<file path="src/hdl/rcst_pkg.sv">
// Shared types and constants for the wall column ray caster.
`timescale 1ns / 1ps

package rcst_pkg;

   // Map and field geometry
   localparam int MAP_SIZE   = 64;
   localparam int MAP_DEPTH  = MAP_SIZE * MAP_SIZE;
   localparam int MAP_AW     = $clog2(MAP_DEPTH);
   localparam int CELL_W     = $clog2(MAP_SIZE);
   localparam int TILE_W     = 8;
   localparam int POS_W      = 22;
   localparam int FRAC_W     = 16;
   localparam int DIR_W      = 16;
   localparam int DIR_FRAC   = 14;
   localparam int COL_W      = 10;
   localparam int SCR_W      = 11;
   localparam int ROW_W      = 10;
   localparam int MAX_SCREEN = 1024;
   localparam int MIN_HEIGHT = 2;
   localparam int TEX_WIDTH  = 64;
   localparam int TEX_W      = $clog2(TEX_WIDTH);
   localparam int TEX_SHIFT  = FRAC_W - TEX_W;

   // Datapath widths
   localparam int RD_W     = 28;
   localparam int CAM_W    = 27;
   localparam int MPOS_W   = CELL_W + 2;
   localparam int STEP_W   = FRAC_W + 1;
   localparam int NUM_W    = 24;
   localparam int ACC_W    = 52;
   localparam int DVD_W    = 52;
   localparam int DVS_W    = 28;
   localparam int MUL_A_W  = 18;
   localparam int MUL_B_W  = 31;
   localparam int MUL_P_W  = MUL_A_W + MUL_B_W;
   localparam int DIST_W   = 24;
   localparam int LH_W     = 27;
   localparam int HALF_W   = NUM_W / 2;
   localparam logic [DIST_W-1:0] DIST_MAX = '1;
   localparam logic [CAM_W-1:0]  CAM_ONE  = CAM_W'(1 << DIR_FRAC);

   // Request and register codes
   localparam logic REQ_TILE   = 1'b0;
   localparam logic REQ_RAY    = 1'b1;
   localparam logic CSR_WIDTH  = 1'b0;
   localparam logic CSR_HEIGHT = 1'b1;

   typedef enum logic [4:0] {
      S_IDLE,
      S_ACK,
      S_DIV_GO,
      S_DIV_WAIT,
      S_MULX,
      S_MULY,
      S_RAYY,
      S_SETUP,
      S_MXA,
      S_MXB,
      S_ACCY,
      S_WALK_ADDR,
      S_WALK_DATA,
      S_HIT,
      S_MULH,
      S_MULL,
      S_NPROD,
      S_FIN
   } state_type;

   typedef enum logic [1:0] {
      DIV_CAM,
      DIV_DIST,
      DIV_WALL,
      DIV_LH
   } div_op_type;

   typedef struct packed {
      logic             start;
      logic [DVD_W-1:0] dividend;
      logic [DVS_W-1:0] divisor;
   } div_req_type;

   typedef struct packed {
      logic             busy;
      logic             done;
      logic [DVD_W-1:0] quotient;
      logic [DVS_W-1:0] remainder;
   } div_rsp_type;

   typedef struct packed {
      logic              en;
      logic [MAP_AW-1:0] addr;
      logic [TILE_W-1:0] data;
   } map_wr_type;

endpackage

</file>
<file path="src/hdl/rcst_div.sv">
// Iterative restoring divider, one quotient bit per cycle.
`timescale 1ns / 1ps

module rcst_div
   import rcst_pkg::*;
(
   input  logic        clock,
   input  logic        reset,
   input  div_req_type div_req,
   output div_rsp_type div_rsp
);

   localparam int CNT_W = $clog2(DVD_W + 1);

   logic [DVD_W-1:0] quo_ff, quo_in;
   logic [DVS_W:0]   rem_ff, rem_in;
   logic [DVS_W-1:0] dvs_ff, dvs_in;
   logic [CNT_W-1:0] cnt_ff, cnt_in;
   logic             busy_ff, busy_in;
   logic             done_ff, done_in;
   logic [DVS_W+1:0] trial;
   logic [DVS_W:0]   shifted;

   // Shift in the next dividend bit and try a subtract
   always_comb begin
      shifted = {rem_ff[DVS_W-1:0], quo_ff[DVD_W-1]};
      trial   = {1'b0, shifted} - {2'b0, dvs_ff};
      quo_in  = quo_ff;
      rem_in  = rem_ff;
      dvs_in  = dvs_ff;
      cnt_in  = cnt_ff;
      busy_in = busy_ff;
      done_in = 1'b0;
      if (div_req.start) begin
         quo_in  = div_req.dividend;
         rem_in  = '0;
         dvs_in  = div_req.divisor;
         cnt_in  = CNT_W'(DVD_W);
         busy_in = 1'b1;
      end else if (busy_ff) begin
         if (!trial[DVS_W+1]) begin
            rem_in = trial[DVS_W:0];
            quo_in = {quo_ff[DVD_W-2:0], 1'b1};
         end else begin
            rem_in = shifted;
            quo_in = {quo_ff[DVD_W-2:0], 1'b0};
         end
         cnt_in = cnt_ff - 1'b1;
         if (cnt_ff == CNT_W'(1)) begin
            busy_in = 1'b0;
            done_in = 1'b1;
         end
      end
   end

   always_ff @(posedge clock) begin
      if (reset) begin
         busy_ff <= 1'b0;
         done_ff <= 1'b0;
         cnt_ff  <= '0;
      end else begin
         busy_ff <= busy_in;
         done_ff <= done_in;
         cnt_ff  <= cnt_in;
      end
      quo_ff <= quo_in;
      rem_ff <= rem_in;
      dvs_ff <= dvs_in;
   end

   assign div_rsp.busy      = busy_ff;
   assign div_rsp.done      = done_ff;
   assign div_rsp.quotient  = quo_ff;
   assign div_rsp.remainder = rem_ff[DVS_W-1:0];

endmodule

</file>
<file path="config.mk">
export PLATFORM = sky130hd
export DESIGN_NAME = rcst_div
export DESIGN_NICKNAME = d
export VERILOG_FILES = /design/src/hdl/rcst_pkg.sv /design/src/hdl/rcst_div.sv
export SDC_FILE = /design/constraint.sdc
export NUM_CORES = 1
export LEC_CHECK = 0
export CAP_MARGIN = 10
export CORE_ASPECT_RATIO = 1.5
export CORE_MARGIN = 1.5
export CORE_UTILIZATION = 66
export CTS_CLUSTER_SIZE = 28
export DETAILED_ROUTE_END_ITERATION = 6
export DONT_BUFFER_PORTS = 1
export GPL_TIMING_DRIVEN = 0
export PLACE_DENSITY_LB_ADDON = 0.1
export SLEW_MARGIN = 20
export SYNTH_ARGS = -nofsm -noshare
export SYNTH_HDL_FRONTEND = slang
export SYNTH_SLANG_ARGS = --single-unit
</file>
<file path="constraint.sdc">
create_clock -name clock -period 4.65 [get_ports clock]
set_input_delay 1.1625 -clock clock [delete_from_list [all_inputs] [get_ports clock]]
set_output_delay 1.1625 -clock clock [all_outputs]
set_load 0.1 [all_outputs]
</file>
==> results.py, run 1 <==
metrics = {
    "clocking": {
        "clk_latency_ns": 0.42,
        "tritoncts": "done",
        "clockBufferDepth": 2,
        "clock_sinks": 116,
        "cts_hold_buffers": 0,
        "path_clk_slew_ns": 0.06,
        "cts_setup_buffers": 0,
        "cts-resized-gates": 0,
        "cts_htree_levels": 4,
        "cts-buffers-inserted": 17,
        "root_buffer": "clkbuf_16",
    },
    "power": {
        "clockPowerShare_pct": 36.6,
        "p_sw_w": 0.00144,
        "p_leak_nw": 2.77,
        "peakVddDrop_uv": 463,
        "combPwrFrac_pct": 15.0,
        "p_per_area_nw_per_um2": 526,
        "seq_power_share_pct": 48.4,
        "swShare_pct": 38.4,
        "p_int_w": 0.00231,
    },
    "floorplan": {
        "start_util_pct": 68.1,
        "fp.dieW_um": 83.0,
        "ioPinCount": 165,
        "num_rows": 43,
        "core_um2": 9310,
        "fp.dieH_um": 123,
        "die_area_um2": 10200,
    },
    "final_layout": {
        "most-common-layout-cells": "edfxtp_1, nand2_1, mux2_2",
        "regArea_um2": 3120,
        "design_area_um2": 7120,
        "diodes": 0,
        "final_common_cell": "edfxtp_1",
        "nets": 725,
        "instances_no_fill": 736,
        "areaGrowthSynthToFinish_pct": 12.3,
        "final_util_pct": 76.5,
        "drive_gt1_share_pct": 18.1,
        "n_fill_cell": 660,
        "multi_input_area_um2": 2920,
    },
    "grt": {
        "antenna_found_initial": 0,
        "track_usage_pct": 30.4,
        "globalRouteOverflowTotal": 0,
        "use_met2_pct": 54.2,
        "grtUsageMet1_pct": 31.8,
        "busiest_layer": "met2",
        "grt_start_max_net_pins": 35,
        "use_met3_pct": 9.55,
        "grt_pass1_vias": 4974,
        "grt_pass1_wl_mm": 24.1,
    },
    "yosys": {
        "synthArstFlopShare_pct": 0,
        "ys_warn_count": 0,
        "ys.flop_type": "edfxtp_1",
        "synth_nets": 705,
        "syn_avg_cell_area_um2": 10.7,
        "synth_seq_cells": 116,
        "synth_cells": 591,
        "ys_seq_area_share_pct": 49.3,
        "syn-cell-area_um2": 6340,
        "ys_types": 68,
        "synth_edf_count": 80,
    },
    "outcome": {
        "status": "finished clean",
    },
    "sta": {
        "grt_setup_unrepaired": "no",
        "tns_ns": 0,
        "setup_viol": 0,
        "fmax_mhz": 264,
        "fin_crit_sh_pct": 81.5,
        "tightest_slew_ns": 1.14,
        "layout_setup_ws_ns": 0.862,
        "period_needed_ns": 3.79,
        "slew_viol_final": 0,
        "finClkSkew_ns": 0.0101,
        "hold_viol": 0,
        "slew_headroom_pct": 24.1,
    },
    "placed_design": {
        "dp_cells": 704,
        "gp_congestion": 0.944,
        "dp_slack_ns": 0.992,
        "hpwl_mm": 11.0,
        "placed_area_um2": 6500,
        "io_buffers": 0,
    },
    "routing": {
        "drt_wl_total_mm": 15.6,
        "wl_per_cell_um": 21.2,
        "drtIter0Drc": 258,
        "num_vias": 4753,
        "viasPerCell": 6.46,
        "drtAntennaViolNets": 0,
        "drc": 0,
        "firstDrtPassIters": 6,
    },
    "critical_path": {
        "critical_path_class": "reg -> reg",
        "path_max_fanout": 5,
        "cp-end-kind": "flop",
        "slowest_stage": "edfxtp_1",
        "critical_path_buf_inv_count": 1,
        "cpPeakStageDelay_ns": 1.01,
        "arrival_ns": 4.11,
        "cp_top_family": "compound AO/OA/AOI/OAI gates",
        "cp_data_required_time_ns": 4.97,
        "cp-start-kind": "flop",
        "reg2reg_setup_slack_ns": 0.86,
        "worstPathCellList": "inv_1 > ha_1 > fa_1 > nor2b_4 > o31ai_1 > a21oi_1 > a21bo_2 > a31oi_1 > or2_1 > a211o_1 > a311oi_1",
    },
    "worst_hold_path": {
        "worstHoldPathType": "reg -> reg",
    },
    "flow_run": {
        "drv_cap": 0,
    },
}
## registers in the layout, summed over array words and instances, names as in the netlist
signal and cells:
busy_ff 1, cnt_ff 6, done_ff 1, dvs_ff 28, quo_ff 52, rem_ff 28
## stage by stage
| step | total power (W) | hold slack (ns) |
|---|---|---|
| after floorplan | 0.00224 | 0.477 |
| after global placement | 0.00236 | 0.498 |
| after detailed placement | 0.00238 | 0.537 |
| after CTS | 0.00375 | 0.545 |
| after global routing | 0.00386 | 0.576 |
| final | 0.00375 | 0.540 |
## power groups by stage
stage	Clock (W)	Combinational [W]	Sequential, W
finish	0.00137	0.000561	0.00181
global route	0.00143	0.000613	0.00182
CTS	0.00138	0.000552	0.00181
detailed placement	0	0.000546	0.00183
global placement	0	0.000526	0.00183
floorplan	0	0.000435	0.00180
## synthesized netlist by cell type, drive strengths merged, types with 2 or more instances
| library cell | count | area share, % |
|---|---|---|
| a311oi | 22 | 3.3 |
| a211oi | 4 | 0.75 |
| o31ai | 2 | 0.24 |
| nor2b | 2 | 0.32 |
| o31a | 2 | 0.28 |
| or3 | 2 | 0.20 |
| nor3 | 6 | 0.55 |
| buf | 7 | 0.89 |
| a21oi | 37 | 3.0 |
| o21bai | 6 | 0.71 |
| a21o | 8 | 0.95 |
| mux2 | 54 | 9.6 |
| a211o | 4 | 0.55 |
| o21ai | 26 | 2.2 |
| nand3 | 7 | 0.55 |
| ha | 30 | 5.9 |
| xor2 | 5 | 0.69 |
| nand2 | 66 | 3.9 |
| o211ai | 4 | 0.47 |
| edfxtp | 80 | 38 |
| nand4 | 7 | 0.79 |
| and2 | 2 | 0.20 |
| or4 | 2 | 0.24 |
| a31oi | 3 | 0.30 |
| o221ai | 2 | 0.28 |
| inv | 41 | 2.4 |
| dfxtp | 36 | 11 |
| xnor2 | 16 | 2.2 |
| and3 | 2 | 0.20 |
| nor2 | 52 | 3.2 |
| nand2b | 4 | 0.39 |
| clkbuf | 23 | 1.4 |
| o21a | 6 | 0.83 |
| nor4 | 2 | 0.20 |
## worst paths after layout
kind / start / endpoint / cells past startpoint
max: quo_ff[51]$_DFFE_PP_ / rem_ff[18]$_SDFFE_PP0P_ / 11
min: cnt_ff[1]$_SDFFE_PP0P_ / cnt_ff[1]$_SDFFE_PP0P_ / 2
max reg2reg: quo_ff[51]$_DFFE_PP_ / rem_ff[18]$_SDFFE_PP0P_ / 11
min reg2reg: cnt_ff[1]$_SDFFE_PP0P_ / cnt_ff[1]$_SDFFE_PP0P_ / 2
## metal layers
metal  part of all wire, %  vias up
met2                    53      214
met4                   3.4        0
met3                   7.5       43
li1                      -     2208
met1                    36     2288
met5                     0        -
## area by class of cell
class	instances	area share [%]
Multi-Input combinational cell	404	41.0
Buffer	30	2.02
Clock buffer	17	5.97
Sequential cell	116	43.9
Clock inverter	15	2.72
Inverter	41	2.16
Tap cell	112	1.97
Timing Repair Buffer	1	0.281
## cells by family after synthesis
logic type / count (synthesis) / synth area share (%)
and+or+nand+nor: 157 / 11.1
AOI/OAI and AO/OA: 140 / 16.0
DFF: 116 / 49.3
buffers and inverters: 71 / 4.70
muxes: 55 / 9.75
adders and majority gates: 31 / 6.24
xor gates and xnor gates: 21 / 2.90
## worst reg2reg max path, delay by kind of cell (launching register included)
family	cells	cell delay (ns)
DFF	1	1.01
and+or+nand+nor	2	0.42
adders and majority gates	2	0.73
AOI/OAI and AO/OA	6	1.37
buffers and inverters	1	0.15
Note: power is estimated with default switching activity, not from simulation.
==> inputs of run 2 (changes only) <==
--- a/config.mk
+++ b/config.mk
@@ -8,7 +8,7 @@
 export CAP_MARGIN = 10
 export CORE_ASPECT_RATIO = 1.5
 export CORE_MARGIN = 1.5
-export CORE_UTILIZATION = 66
+export CORE_UTILIZATION = 64
 export CTS_CLUSTER_SIZE = 28
 export DETAILED_ROUTE_END_ITERATION = 6
 export DONT_BUFFER_PORTS = 1
==> constraint.sdc (replaced) <==
create_clock -name clock -period 3.5 [get_ports clock]
set_input_delay 0.875 -clock clock [delete_from_list [all_inputs] [get_ports clock]]
set_output_delay 0.875 -clock clock [all_outputs]
set_load 0.1 [all_outputs]
==> results.py, run 2 (synthesis gave the netlist of run 1 again) <==
metrics = {
    "outcome": {
        "status": "finished clean",
    },
    "clocking": {
        "clk_latency_ns": 0.41,
        "tritoncts": "done",
        "root_buffer": "clkbuf_16",
        "cts-buffers-inserted": 17,
        "path_clk_slew_ns": 0.06,
        "clockBufferDepth": 2,
        "clock_sinks": 116,
        "cts_htree_levels": 4,
    },
    "final_layout": {
        "design_area_um2": 7150,
        "largest-register": "quo_ff",
        "final_util_pct": 74.2,
        "final_common_cell": "edfxtp_1",
        "drive_gt1_share_pct": 22.0,
        "diodes": 0,
        "nets": 733,
        "areaGrowthSynthToFinish_pct": 12.8,
        "most-common-layout-cells": "edfxtp_1, nand2_1, mux2_2",
        "top_regs": "quo_ff: 52 flops, dvs_ff: 28 flops, rem_ff: 28 flops",
        "n_fill_cell": 678,
        "largest_register_ff_count": 52,
    },
    "critical_path": {
        "cp-end-kind": "flop",
        "slowest_stage": "edfxtp_1",
        "cpPeakStageDelay_ns": 1.02,
        "critical_path_buf_inv_count": 1,
        "worstPathCellList": "inv_1 > ha_2 > fa_2 > nor2b_4 > o31ai_1 > a21oi_2 > a21bo_2 > a31oi_1 > or2_1 > a211o_1 > a311oi_2",
        "arrival_ns": 3.73,
        "cp-start-kind": "flop",
        "r2r-start": "quo_ff[51]$_DFFE_PP_",
        "path_max_fanout": 4,
        "cp_data_required_time_ns": 3.81,
        "cp_top_family": "compound AO/OA/AOI/OAI gates",
        "cp-startpoint": "quo_ff[51]$_DFFE_PP_",
        "critical_path_class": "reg -> reg",
    },
    "floorplan": {
        "fp.dieW_um": 84.3,
        "core_um2": 9630,
        "ioPinCount": 165,
        "num_rows": 44,
        "fp.dieH_um": 125,
        "die_area_um2": 10500,
        "start_util_pct": 65.8,
    },
    "routing": {
        "viasPerCell": 6.32,
        "wl_per_cell_um": 19.9,
        "firstDrtPassIters": 5,
        "drtAntennaViolNets": 0,
        "drtIter0Drc": 273,
        "drc": 0,
        "drt_wl_total_mm": 14.9,
        "num_vias": 4720,
    },
    "sta": {
        "setup_viol": 0,
        "tightest_slew_ns": 1.12,
        "finClkSkew_ns": 0.00969,
        "fmax_mhz": 293,
        "fin_crit_sh_pct": 97.6,
        "slew_viol_final": 0,
        "hold_viol": 0,
        "layout_setup_ws_ns": 0.0829,
        "grt_setup_unrepaired": "yes",
        "period_needed_ns": 3.42,
        "hold_ws_ns": 0.525,
        "slew_headroom_pct": 25.2,
        "tns_ns": 0,
    },
    "flow_run": {
        "drv_cap": 0,
    },
    "worst_hold_path": {
        "worstHoldPathType": "reg -> reg",
        "min_from": "cnt_ff[1]$_SDFFE_PP0P_",
    },
    "power": {
        "p_per_area_nw_per_um2": 666,
        "p_leak_nw": 2.77,
        "peakVddDrop_uv": 513,
    },
    "grt": {
        "antenna_found_initial": 0,
        "globalRouteOverflowTotal": 0,
        "grt_start_max_net_pins": 32,
        "grt_pass1_vias": 4792,
        "grt_pass1_wl_mm": 23.7,
        "track_usage_pct": 28.6,
    },
    "placed_design": {
        "placed_area_um2": 6500,
        "hpwl_mm": 10.7,
        "gp_congestion": 0.944,
        "dp_slack_ns": -0.169,
        "io_buffers": 0,
    },
}
-- run 2: worst paths after layout --
check                                  to  slack, ns  cells after the start
hold reg to reg    cnt_ff[1]$_SDFFE_PP0P_       0.52                      2
setup reg to reg  rem_ff[18]$_SDFFE_PP0P_       0.08                     11
hold / removal     cnt_ff[1]$_SDFFE_PP0P_       0.52                      2
setup / recovery  rem_ff[18]$_SDFFE_PP0P_       0.08                     11
-- run 2: tightest hold or removal path: stages (launching register included) --
cell and delay (ns):
dfxtp_1 0.33, nor2_1 0.08, a2111oi_0 0.06
-- run 2: timing repair --
action                                  CTS  global route
buffers inserted                          3             5
endpoints found under the setup margin    3            27
hold buffers                              0             0
pin swaps                                 2             5
resized for setup                         2            16
-- run 2: power by group --
group | switching, W | internal [W] | total (W)
Clock | 0.000673 | 0.000924 | 0.00160
Combinational | 0.000437 | 0.000314 | 0.000751
Sequential | 0.000786 | 0.00163 | 0.00241
-- run 2: metal layers --
| metal | vias up | global-route usage [%] | share of wire [%] |
|---|---|---|---|
| li1 | 2226 | - | - |
| met3 | 32 | 9.94 | 8.6 |
| met1 | 2251 | 31.5 | 37 |
| met5 | - | 0 | 0 |
| met4 | 0 | 12.2 | 2.4 |
| met2 | 211 | 49.4 | 52 |
-- run 2: layout make-up --
cell class,count,area (um2),area share [%]
Timing Repair Buffer,9,80.1,1.12
Tap cell,115,144,2.01
Clock inverter,14,120,1.68
Multi-Input combinational cell,404,2940,41.1
Sequential cell,116,3140,43.9
Buffer,30,144,2.01
Clock buffer,18,429,6.00
Inverter,41,154,2.15
-- run 2: stage by stage --
stage	std cells	total power [W]
2_1_floorplan	591	0.00298
3_3_place_gp	706	0.00313
3_5_place_dp	707	0.00315
4_1_cts	742	0.00476
5_1_grt	747	0.00492
6_report	747	0.00476
